--- src/rtl/core/fge_pkg.sv ---
package fge_pkg;

  // Coordinate width of origins and pixel positions
  localparam int CoordBits = 10;
  // Width of the panel size registers
  localparam int PanelBits = 11;
  localparam int ColorBits = 16;
  localparam int FontBits  = 8;
  localparam int IdxBits   = 5;
  // Compare width that holds both an extended coordinate sum and a panel size
  localparam int CmpBits   = (CoordBits + 1 > PanelBits) ? CoordBits + 1 : PanelBits;
  // Offset of the right-hand half of a wide glyph
  localparam int WideColStep = 8;

  // Request queue between front and back
  localparam int QueueDepth   = 2;
  localparam int QueuePtrBits = (QueueDepth > 1) ? $clog2(QueueDepth) : 1;
  localparam int QueueCntBits = $clog2(QueueDepth + 1);

  // APB register map
  localparam int AddrBits = 5;
  localparam logic [2:0] RegFgColor  = 3'd0;
  localparam logic [2:0] RegBgColor  = 3'd1;
  localparam logic [2:0] RegBgEnable = 3'd2;
  localparam logic [2:0] RegPanelW   = 3'd3;
  localparam logic [2:0] RegPanelH   = 3'd4;

  localparam logic [ColorBits-1:0] FgColorReset = 16'h0000;
  localparam logic [ColorBits-1:0] BgColorReset = 16'hFFFF;
  localparam logic [PanelBits-1:0] PanelWReset  = 11'd240;
  localparam logic [PanelBits-1:0] PanelHReset  = 11'd320;

  typedef struct packed {
    logic [ColorBits-1:0] fg_color;
    logic [ColorBits-1:0] bg_color;
    logic                 bg_enable;
    logic [PanelBits-1:0] panel_w;
    logic [PanelBits-1:0] panel_h;
  } cfg_t;

  // One classified glyph byte; mask/set bit k is column offset k
  typedef struct packed {
    logic [CoordBits-1:0] row;
    logic [CoordBits-1:0] col0;
    logic [FontBits-1:0]  set;
    logic [FontBits-1:0]  mask;
  } glyph_req_t;

endpackage

--- src/rtl/core/fge_front.sv ---
module fge_front import fge_pkg::*; (
  input  logic                 font_valid_i,
  output logic                 font_ready_o,
  input  logic [FontBits-1:0]  font_bits_i,
  input  logic [IdxBits-1:0]   byte_index_i,
  input  logic                 wide_glyph_i,
  input  logic [CoordBits-1:0] origin_row_i,
  input  logic [CoordBits-1:0] origin_col_i,
  input  cfg_t                 cfg_i,
  input  logic                 q_full_i,
  output logic                 push_o,
  output glyph_req_t           req_o
);

  logic [CoordBits:0]   row_sum;
  logic [CoordBits:0]   col0_sum;
  logic [IdxBits-1:0]   row_off;
  logic                 row_ok;
  logic [FontBits-1:0]  mask;

  always_comb begin
    row_off  = wide_glyph_i ? (byte_index_i >> 1) : byte_index_i;
    row_sum  = {1'b0, origin_row_i} + (CoordBits + 1)'(row_off);
    col0_sum = {1'b0, origin_col_i} +
               ((wide_glyph_i && byte_index_i[0]) ? (CoordBits + 1)'(WideColStep)
                                                  : '0);
    row_ok   = !row_sum[CoordBits] && (CmpBits'(row_sum) < CmpBits'(cfg_i.panel_w));
  end

  // Per column offset: painted (set, or background on) and inside the panel
  always_comb begin
    logic [CoordBits:0] col_k;
    for (int k = 0; k < FontBits; k++) begin
      col_k   = col0_sum + (CoordBits + 1)'(k);
      mask[k] = (font_bits_i[FontBits-1-k] || cfg_i.bg_enable) && row_ok &&
                !col_k[CoordBits] && (CmpBits'(col_k) < CmpBits'(cfg_i.panel_h));
    end
  end

  always_comb begin
    for (int k = 0; k < FontBits; k++) begin
      req_o.set[k] = font_bits_i[FontBits-1-k];
    end
    req_o.row  = row_sum[CoordBits-1:0];
    req_o.col0 = col0_sum[CoordBits-1:0];
    req_o.mask = mask;
  end

  // A byte with nothing visible is consumed here and never queued
  assign font_ready_o = !q_full_i;
  assign push_o       = font_valid_i && !q_full_i && (mask != '0);

endmodule

--- src/rtl/core/fge_queue.sv ---
module fge_queue import fge_pkg::*; (
  input  logic       clk_i,
  input  logic       rst_ni,
  input  logic       push_i,
  input  glyph_req_t push_req_i,
  output logic       full_o,
  input  logic       pop_i,
  output logic       valid_o,
  output glyph_req_t pop_req_o
);

  glyph_req_t                mem_q [QueueDepth];
  logic [QueuePtrBits-1:0]   wr_ptr_q, wr_ptr_d;
  logic [QueuePtrBits-1:0]   rd_ptr_q, rd_ptr_d;
  logic [QueueCntBits-1:0]   cnt_q, cnt_d;

  assign full_o    = (cnt_q == QueueCntBits'(QueueDepth));
  assign valid_o   = (cnt_q != '0);
  assign pop_req_o = mem_q[rd_ptr_q];

  always_comb begin
    wr_ptr_d = wr_ptr_q;
    rd_ptr_d = rd_ptr_q;
    cnt_d    = cnt_q;
    if (push_i) begin
      wr_ptr_d = (wr_ptr_q == QueuePtrBits'(QueueDepth - 1)) ? '0 : wr_ptr_q + 1'b1;
    end
    if (pop_i) begin
      rd_ptr_d = (rd_ptr_q == QueuePtrBits'(QueueDepth - 1)) ? '0 : rd_ptr_q + 1'b1;
    end
    if (push_i && !pop_i) begin
      cnt_d = cnt_q + 1'b1;
    end else if (pop_i && !push_i) begin
      cnt_d = cnt_q - 1'b1;
    end
  end

  always_ff @(posedge clk_i or negedge rst_ni) begin
    if (!rst_ni) begin
      wr_ptr_q <= '0;
      rd_ptr_q <= '0;
      cnt_q    <= '0;
    end else begin
      wr_ptr_q <= wr_ptr_d;
      rd_ptr_q <= rd_ptr_d;
      cnt_q    <= cnt_d;
    end
  end

  always_ff @(posedge clk_i) begin
    if (push_i) begin
      mem_q[wr_ptr_q] <= push_req_i;
    end
  end

  assert property (@(posedge clk_i) disable iff (!rst_ni) !(pop_i && cnt_q == '0))
    else $error("fge_queue: pop from empty queue");
  assert property (@(posedge clk_i) disable iff (!rst_ni) !(push_i && full_o))
    else $error("fge_queue: push into full queue");
  assert property (@(posedge clk_i) disable iff (!rst_ni)
                   cnt_q <= QueueCntBits'(QueueDepth))
    else $error("fge_queue: fill count beyond depth");

endmodule

--- src/rtl/core/fge_back.sv ---
module fge_back import fge_pkg::*; (
  input  logic                 clk_i,
  input  logic                 rst_ni,
  input  cfg_t                 cfg_i,
  input  logic                 q_valid_i,
  input  glyph_req_t           q_req_i,
  output logic                 pop_o,
  output logic                 pixel_valid_o,
  input  logic                 pixel_ready_i,
  output logic [CoordBits-1:0] pixel_row_o,
  output logic [CoordBits-1:0] pixel_col_o,
  output logic [ColorBits-1:0] pixel_color_o,
  output logic                 last_pixel_o
);

  glyph_req_t                cur_q, cur_d;
  logic                      cur_valid_q, cur_valid_d;
  logic [FontBits-1:0]       rem_q, rem_d;
  logic                      out_valid_q, out_valid_d;
  logic [CoordBits-1:0]      row_q, col_q;
  logic [ColorBits-1:0]      color_q;
  logic                      last_q;

  logic [FontBits-1:0]       pick;
  logic [$clog2(FontBits)-1:0] pick_k;
  logic [FontBits-1:0]       rem_left;
  logic                      is_last;
  logic                      adv;

  // Lowest remaining column offset goes first
  always_comb begin
    pick   = '0;
    pick_k = '0;
    for (int k = FontBits - 1; k >= 0; k--) begin
      if (rem_q[k]) begin
        pick   = '0;
        pick[k] = 1'b1;
        pick_k = ($clog2(FontBits))'(k);
      end
    end
    rem_left = rem_q & ~pick;
    is_last  = (rem_left == '0);
  end

  assign adv   = cur_valid_q && (!out_valid_q || pixel_ready_i);
  assign pop_o = q_valid_i && (!cur_valid_q || (adv && is_last));

  always_comb begin
    cur_d       = cur_q;
    cur_valid_d = cur_valid_q;
    rem_d       = rem_q;
    out_valid_d = out_valid_q;
    if (adv) begin
      rem_d       = rem_left;
      out_valid_d = 1'b1;
      if (is_last) begin
        cur_valid_d = 1'b0;
      end
    end else if (pixel_ready_i) begin
      out_valid_d = 1'b0;
    end
    if (pop_o) begin
      cur_d       = q_req_i;
      cur_valid_d = 1'b1;
      rem_d       = q_req_i.mask;
    end
  end

  always_ff @(posedge clk_i or negedge rst_ni) begin
    if (!rst_ni) begin
      cur_valid_q <= 1'b0;
      out_valid_q <= 1'b0;
      rem_q       <= '0;
    end else begin
      cur_valid_q <= cur_valid_d;
      out_valid_q <= out_valid_d;
      rem_q       <= rem_d;
    end
  end

  always_ff @(posedge clk_i) begin
    cur_q <= cur_d;
    if (adv) begin
      row_q   <= cur_q.row;
      col_q   <= cur_q.col0 + CoordBits'(pick_k);
      color_q <= cur_q.set[pick_k] ? cfg_i.fg_color : cfg_i.bg_color;
      last_q  <= is_last;
    end
  end

  assign pixel_valid_o = out_valid_q;
  assign pixel_row_o   = row_q;
  assign pixel_col_o   = col_q;
  assign pixel_color_o = color_q;
  assign last_pixel_o  = last_q;

  assert property (@(posedge clk_i) disable iff (!rst_ni) cur_valid_q |-> rem_q != '0)
    else $error("fge_back: active request with no pixels left");
  assert property (@(posedge clk_i) disable iff (!rst_ni)
                   (q_valid_i && !cur_valid_q) |=> cur_valid_q)
    else $error("fge_back: queued request not taken by idle back end");
  assert property (@(posedge clk_i) disable iff (!rst_ni)
                   out_valid_q |-> (CmpBits'(col_q) < CmpBits'(cfg_i.panel_h)) &&
                                   (CmpBits'(row_q) < CmpBits'(cfg_i.panel_w)))
    else $error("fge_back: pixel outside panel");

endmodule

--- src/rtl/core/font_glyph_row_expander_top.sv ---
// Glyph row expander: each accepted request carries one font bitmap byte
// (leftmost pixel in bit 7), its index within the glyph, a narrow/wide flag
// and the glyph origin, and yields up to eight pixel writes in column-offset
// order, the final one flagged with last_pixel_o. A byte that has no visible
// pixel is swallowed and yields nothing. The pixel channel moves one write
// per cycle while the receiver is ready, so a byte yields one write per
// visible pixel, 0 to 8. The front end classifies a byte in the cycle it
// is taken and queues it (two deep), so new requests are taken while the
// back end still walks an earlier byte and while a finished pixel waits in
// the output register. Colours, background enable and panel size sit in
// APB registers (fg 0x00, bg 0x04, bg enable 0x08, width 0x0C, height
// 0x10) and should only be written with the block idle.
module font_glyph_row_expander_top import fge_pkg::*; (
  input  logic                 clk_i,
  input  logic                 rst_ni,
  // APB configuration
  input  logic                 psel,
  input  logic                 penable,
  input  logic                 pwrite,
  input  logic [AddrBits-1:0]  paddr,
  input  logic [31:0]          pwdata,
  output logic [31:0]          prdata,
  output logic                 pready,
  // Font byte requests
  input  logic                 font_valid_i,
  output logic                 font_ready_o,
  input  logic [FontBits-1:0]  font_bits_i,
  input  logic [IdxBits-1:0]   byte_index_i,
  input  logic                 wide_glyph_i,
  input  logic [CoordBits-1:0] origin_row_i,
  input  logic [CoordBits-1:0] origin_col_i,
  // Pixel writes
  output logic                 pixel_valid_o,
  input  logic                 pixel_ready_i,
  output logic [CoordBits-1:0] pixel_row_o,
  output logic [CoordBits-1:0] pixel_col_o,
  output logic [ColorBits-1:0] pixel_color_o,
  output logic                 last_pixel_o
);

  cfg_t       cfg_q;
  logic [2:0] reg_sel;
  logic       cfg_wr;

  logic       q_full;
  logic       q_valid;
  logic       push;
  logic       pop;
  glyph_req_t push_req;
  glyph_req_t pop_req;

  // --- configuration registers ---
  assign pready  = 1'b1;
  assign reg_sel = paddr[4:2];
  assign cfg_wr  = psel && penable && pwrite;

  always_ff @(posedge clk_i or negedge rst_ni) begin
    if (!rst_ni) begin
      cfg_q.fg_color  <= FgColorReset;
      cfg_q.bg_color  <= BgColorReset;
      cfg_q.bg_enable <= 1'b1;
      cfg_q.panel_w   <= PanelWReset;
      cfg_q.panel_h   <= PanelHReset;
    end else if (cfg_wr) begin
      unique case (reg_sel)
        RegFgColor:  cfg_q.fg_color  <= pwdata[ColorBits-1:0];
        RegBgColor:  cfg_q.bg_color  <= pwdata[ColorBits-1:0];
        RegBgEnable: cfg_q.bg_enable <= pwdata[0];
        RegPanelW:   cfg_q.panel_w   <= pwdata[PanelBits-1:0];
        RegPanelH:   cfg_q.panel_h   <= pwdata[PanelBits-1:0];
        default: ;
      endcase
    end
  end

  // Read-back; unmapped addresses read as zero
  always_comb begin
    prdata = '0;
    unique case (reg_sel)
      RegFgColor:  prdata = 32'(cfg_q.fg_color);
      RegBgColor:  prdata = 32'(cfg_q.bg_color);
      RegBgEnable: prdata = 32'(cfg_q.bg_enable);
      RegPanelW:   prdata = 32'(cfg_q.panel_w);
      RegPanelH:   prdata = 32'(cfg_q.panel_h);
      default:     prdata = '0;
    endcase
  end

  // --- front: placement and visibility of the eight pixels ---
  fge_front u_front (
    .font_valid_i (font_valid_i),
    .font_ready_o (font_ready_o),
    .font_bits_i  (font_bits_i),
    .byte_index_i (byte_index_i),
    .wide_glyph_i (wide_glyph_i),
    .origin_row_i (origin_row_i),
    .origin_col_i (origin_col_i),
    .cfg_i        (cfg_q),
    .q_full_i     (q_full),
    .push_o       (push),
    .req_o        (push_req)
  );

  // --- decoupling queue ---
  fge_queue u_queue (
    .clk_i      (clk_i),
    .rst_ni     (rst_ni),
    .push_i     (push),
    .push_req_i (push_req),
    .full_o     (q_full),
    .pop_i      (pop),
    .valid_o    (q_valid),
    .pop_req_o  (pop_req)
  );

  // --- back: one pixel write per cycle into the output register while the receiver is ready ---
  fge_back u_back (
    .clk_i         (clk_i),
    .rst_ni        (rst_ni),
    .cfg_i         (cfg_q),
    .q_valid_i     (q_valid),
    .q_req_i       (pop_req),
    .pop_o         (pop),
    .pixel_valid_o (pixel_valid_o),
    .pixel_ready_i (pixel_ready_i),
    .pixel_row_o   (pixel_row_o),
    .pixel_col_o   (pixel_col_o),
    .pixel_color_o (pixel_color_o),
    .last_pixel_o  (last_pixel_o)
  );

endmodule

--- config.mk ---
export PLATFORM = sky130hd
export DESIGN_NAME = font_glyph_row_expander_top
export DESIGN_NICKNAME = d
export VERILOG_FILES = /design/src/rtl/core/fge_pkg.sv /design/src/rtl/core/fge_front.sv /design/src/rtl/core/fge_queue.sv /design/src/rtl/core/fge_back.sv /design/src/rtl/core/font_glyph_row_expander_top.sv
export SDC_FILE = /design/constraint.sdc
export NUM_CORES = 1
export LEC_CHECK = 0
export ABC_CLOCK_PERIOD_IN_PS = 4240
export BUFFER_PORTS_ARGS = -buffer_cell sky130_fd_sc_hd__buf_2
export CORE_UTILIZATION = 53
export DETAILED_ROUTE_END_ITERATION = 6
export PLACE_DENSITY = 0.78
export SETUP_SLACK_MARGIN = 0.2
export SLEW_MARGIN = 15
export SYNTH_ARGS = -nofsm -noshare
export SYNTH_HDL_FRONTEND = slang
export SYNTH_SLANG_ARGS = --single-unit
--- constraint.sdc ---
create_clock -name clk_i -period 4.24 [get_ports clk_i]
set_clock_uncertainty 0.05 [all_clocks]
set_input_delay 0.424 -clock clk_i [delete_from_list [all_inputs] [get_ports clk_i]]
set_output_delay 0.424 -clock clk_i [all_outputs]
set_load 0.005 [all_outputs]
==> results.yml <==
synth:
  synthMuxAreaShare: 0.1058
  synth-warning-count: 0
  synth_edf_count: 137
  synth_top_family_by_area: "adder cells"
  yosys-top-cells-area: "edfxtp_1, ha_1, dfrtp_1"
  ys_seq_area_frac: 0.4961
  synthSimpleGateAreaFrac: 0.09117
  synth_largest_area_cell: "edfxtp_1"
  synth_common_cells: "edfxtp_1, ha_1, mux2_2, nor2_1, nand2_1"
  synth-compound-area-share: 0.09699
  ys.flop_type: "edfxtp_1"
  synth_cell_types: 63
  synthArstFlopShare: 0.3350
  synth_seq_cells: 206
  synth_cells: 1012
  syn_area_um2: 11830
  synthXorXnorAreaFrac: 0.05690
  netlist.area_leader.share: 0.3478
  yosysMostFrequentCell: "edfxtp_1"
  avgSynthCellArea_um2: 11.69
  synthAdderAreaFrac: 0.1163
setup_path:
  path_buf_inv: 6
  slowest_delay_ns: 0.30
  path_max_fanout: 6
  start_kind: "primary input"
  cpMostUsedCell: "buf_4"
  worst-setup-path-type: "primary input to flop"
  path_delay_family: "compound AO/OA/AOI/OAI gates"
  worst_setup_path_end_kind: "flop"
  worst_ep_required_time_ns: 4.40
  critPathSlowestCell: "a211oi_4"
  path_cells: "buf_6 > and2_4 > ha_4 > ha_4 > xor2_1 > buf_4 > buf_4 > nand3_2 > nor2_1 > xnor2_1 > ha_1 > a211o_1 > a211o_1 > a41oi_2 > nor3_1 > a211oi_2 > buf_4 > nor4b_4 > a211oi_4 > nor2b_4 > buf_6 > clkbuf_16"
  cp.arrival_ns: 4.29
outcome:
  status: "complete, no violations"
cts:
  cts.htree.levels: 1
  cts_root_buf: "clkbuf_16"
  path_clk_slew_ns: 0.06
  clk_latency_ns: 0.51
  cts_buffer_depth: 3
  cts_buffers: 22
  hold_buffers: 0
  cts.sinks: 206
  cts_tree: "built"
drt:
  wl_mm: 27.40
  ant_nets: 0
  dr.pass1.iters: 5
  drc: 0
  vias: 8581
  routedWlPerCell_um: 17.90
  drtIter0Drc: 517
  viasPerCell: 5.605
sta:
  layout_min_cycle_time_ns: 4.123
  setup_ws_ns: 0.1168
  finalCritPeriodShare: 0.9724
  fmax_mhz: 242.5
  rsz0062_at_grt: "true"
  setup_violations: 0
  worst_slew_pin_slew_ns: 1.024
  slew_violations: 0
  relSlewSlack: 0.3171
  hold_violations: 0
finish:
  drive_gt1_frac: 0.3429
  fin_nets: 1422
  nFillCells: 1581
  n_antenna_cell: 0
  area_delta_synth_final_pct: 22.97
  final_cell_area_um2: 14550
power_and_ir_drop:
  power_density_nw_per_um2: 583.8
  vdd_drop_max_v: 0.0004627
  leakage_nw: 6.300
  finalPower_w: 0.008492
job:
  max_cap_violations: 0
floorplan:
  design.die.area_um2: 22920
  chipWidth_um: 151.4
  io_pins: 150
  coreArea_um2: 21820
  rows: 54
  fp.dieH_um: 151.4
  start_util: 0.5421
place:
  gp_congestion: 0.8934
  io_buffers: 114
  placed_area_um2: 13500
  pre_cts_slack_ns: -0.4052
  post-dp-hpwl_mm: 20.20
global_routing:
  gr-usage-all-layers: 0.2454
  first_global_vias: 8764
  overflow: 0
  grt_pass1_wl_mm: 43.59
  antenna_found_initial: 0
  grt_max_degree: 45
worst_hold_path:
  holdCritPathClass: "primary input to async pin"
## cells in the final DEF (no fill, tap or decap), types with 6 or more instances in the layout
cell / instances
nand3_1: 9
dfrtp_1: 46
xor2_1: 17
ha_1: 103
dfstp_2: 23
a21o_1: 14
nand2b_1: 7
clkbuf_16: 26
a21oi_1: 36
nor2_1: 80
nand2_1: 76
buf_2: 113
edfxtp_1: 137
a211oi_2: 6
xnor2_1: 54
o21ai_0: 66
nor2b_1: 7
mux2_2: 84
buf_4: 107
o21ai_1: 6
nand4_1: 10
mux2i_1: 26
nor3_1: 7
conb_1: 17
inv_1: 44
## cells by family (layout without fill, tap and decap cells)
kind of cell	count (synthesis)	in the layout
buffers and inverters	93	317
AND/OR/NAND/NOR	234	234
flip-flops	206	206
AO/OA/AOI/OAI	180	180
multiplexers	112	112
other	2	17
adder cells (fa/ha/maj)	109	109
XOR/XNOR	76	76
## layer usage
layer	up-vias	GRT usage	share of wire
met3	57	0.02861	0.039
met2	234	0.4347	0.51
met1	4211	0.3065	0.42
met4	0	0.09000	0.030
li1	4079	-	-
met5	-	0	0
## power by group
group          switching [W]  internal [W]
registers           0.000340       0.00310
clock network       0.000766       0.00112
logic                0.00165       0.00151
total                0.00276       0.00574
## stage by stage
step                      hold WS, ns  TNS (ns)  std cells    util
after detailed placement       0.3545    -29.11       1479  0.6185
after floorplan               0.07841    -13.15       1027       -
final                        0.009089         0       1531  0.6666
after global routing          0.08941  -0.05553       1531  0.6666
after global placement         0.3523    -24.16       1479  0.6185
after CTS                     0.02509         0       1524  0.6593
## path summary, 6_finish.rpt
kind	from	cells after the start	slack [ns]	endpoint
worst max-delay path	wide_glyph_i	22	0.12	u_queue.mem_q[0][23]$_DFFE_PP_
worst min-delay path	rst_ni	1	0.009	cfg_q[51]$_DFFE_PN0P_
worst max register to register	cfg_q[4]$_DFFE_PN0P_	13	0.69	u_queue.mem_q[0][23]$_DFFE_PP_
worst min register to register	u_back.cur_q[28]$_DFFE_PP_	0	0.37	u_back.pixel_row_o[2]$_DFFE_PP_
max in group asynchronous	rst_ni	2	3.18	cfg_q[6]$_DFFE_PN1P_
min in group clk_i	pwdata[12]	2	0.10	cfg_q[35]$_DFFE_PN1P_
## flip-flops by register name (all words and copies together), names as in the netlist
name	count
u_queue.rd_ptr_q	1
u_back.pixel_row_o	10
u_back.pixel_col_o	10
u_back.cur_valid_q	1
u_back.last_pixel_o	1
u_queue.mem_q	72
u_back.cur_q	28
u_queue.cnt_q	2
u_back.rem_q	8
cfg_q	55
u_queue.wr_ptr_q	1
u_back.pixel_color_o	16
u_back.pixel_valid_o	1
## repair_timing
action | CTS | global route
pin swaps | 13 | 15
gates resized for setup | 23 | 18
cloned | 1 | 2
setup buffers | 5 | 5
setup endpoints to repair | 73 | 74
## area by class of cell
cell class              instances  area [um2]  area share
clock buffers                  27       631.9     0.04343
clock inverters                12       100.1    0.006881
inverters                      45       168.9     0.01161
multi-input cells             728        5821      0.4001
flip-flops and latches        206        5869      0.4035
well taps                     280       350.3     0.02408
repair buffers                233        1607      0.1104
No activity file was read; power rests on OpenSTA's default activity.
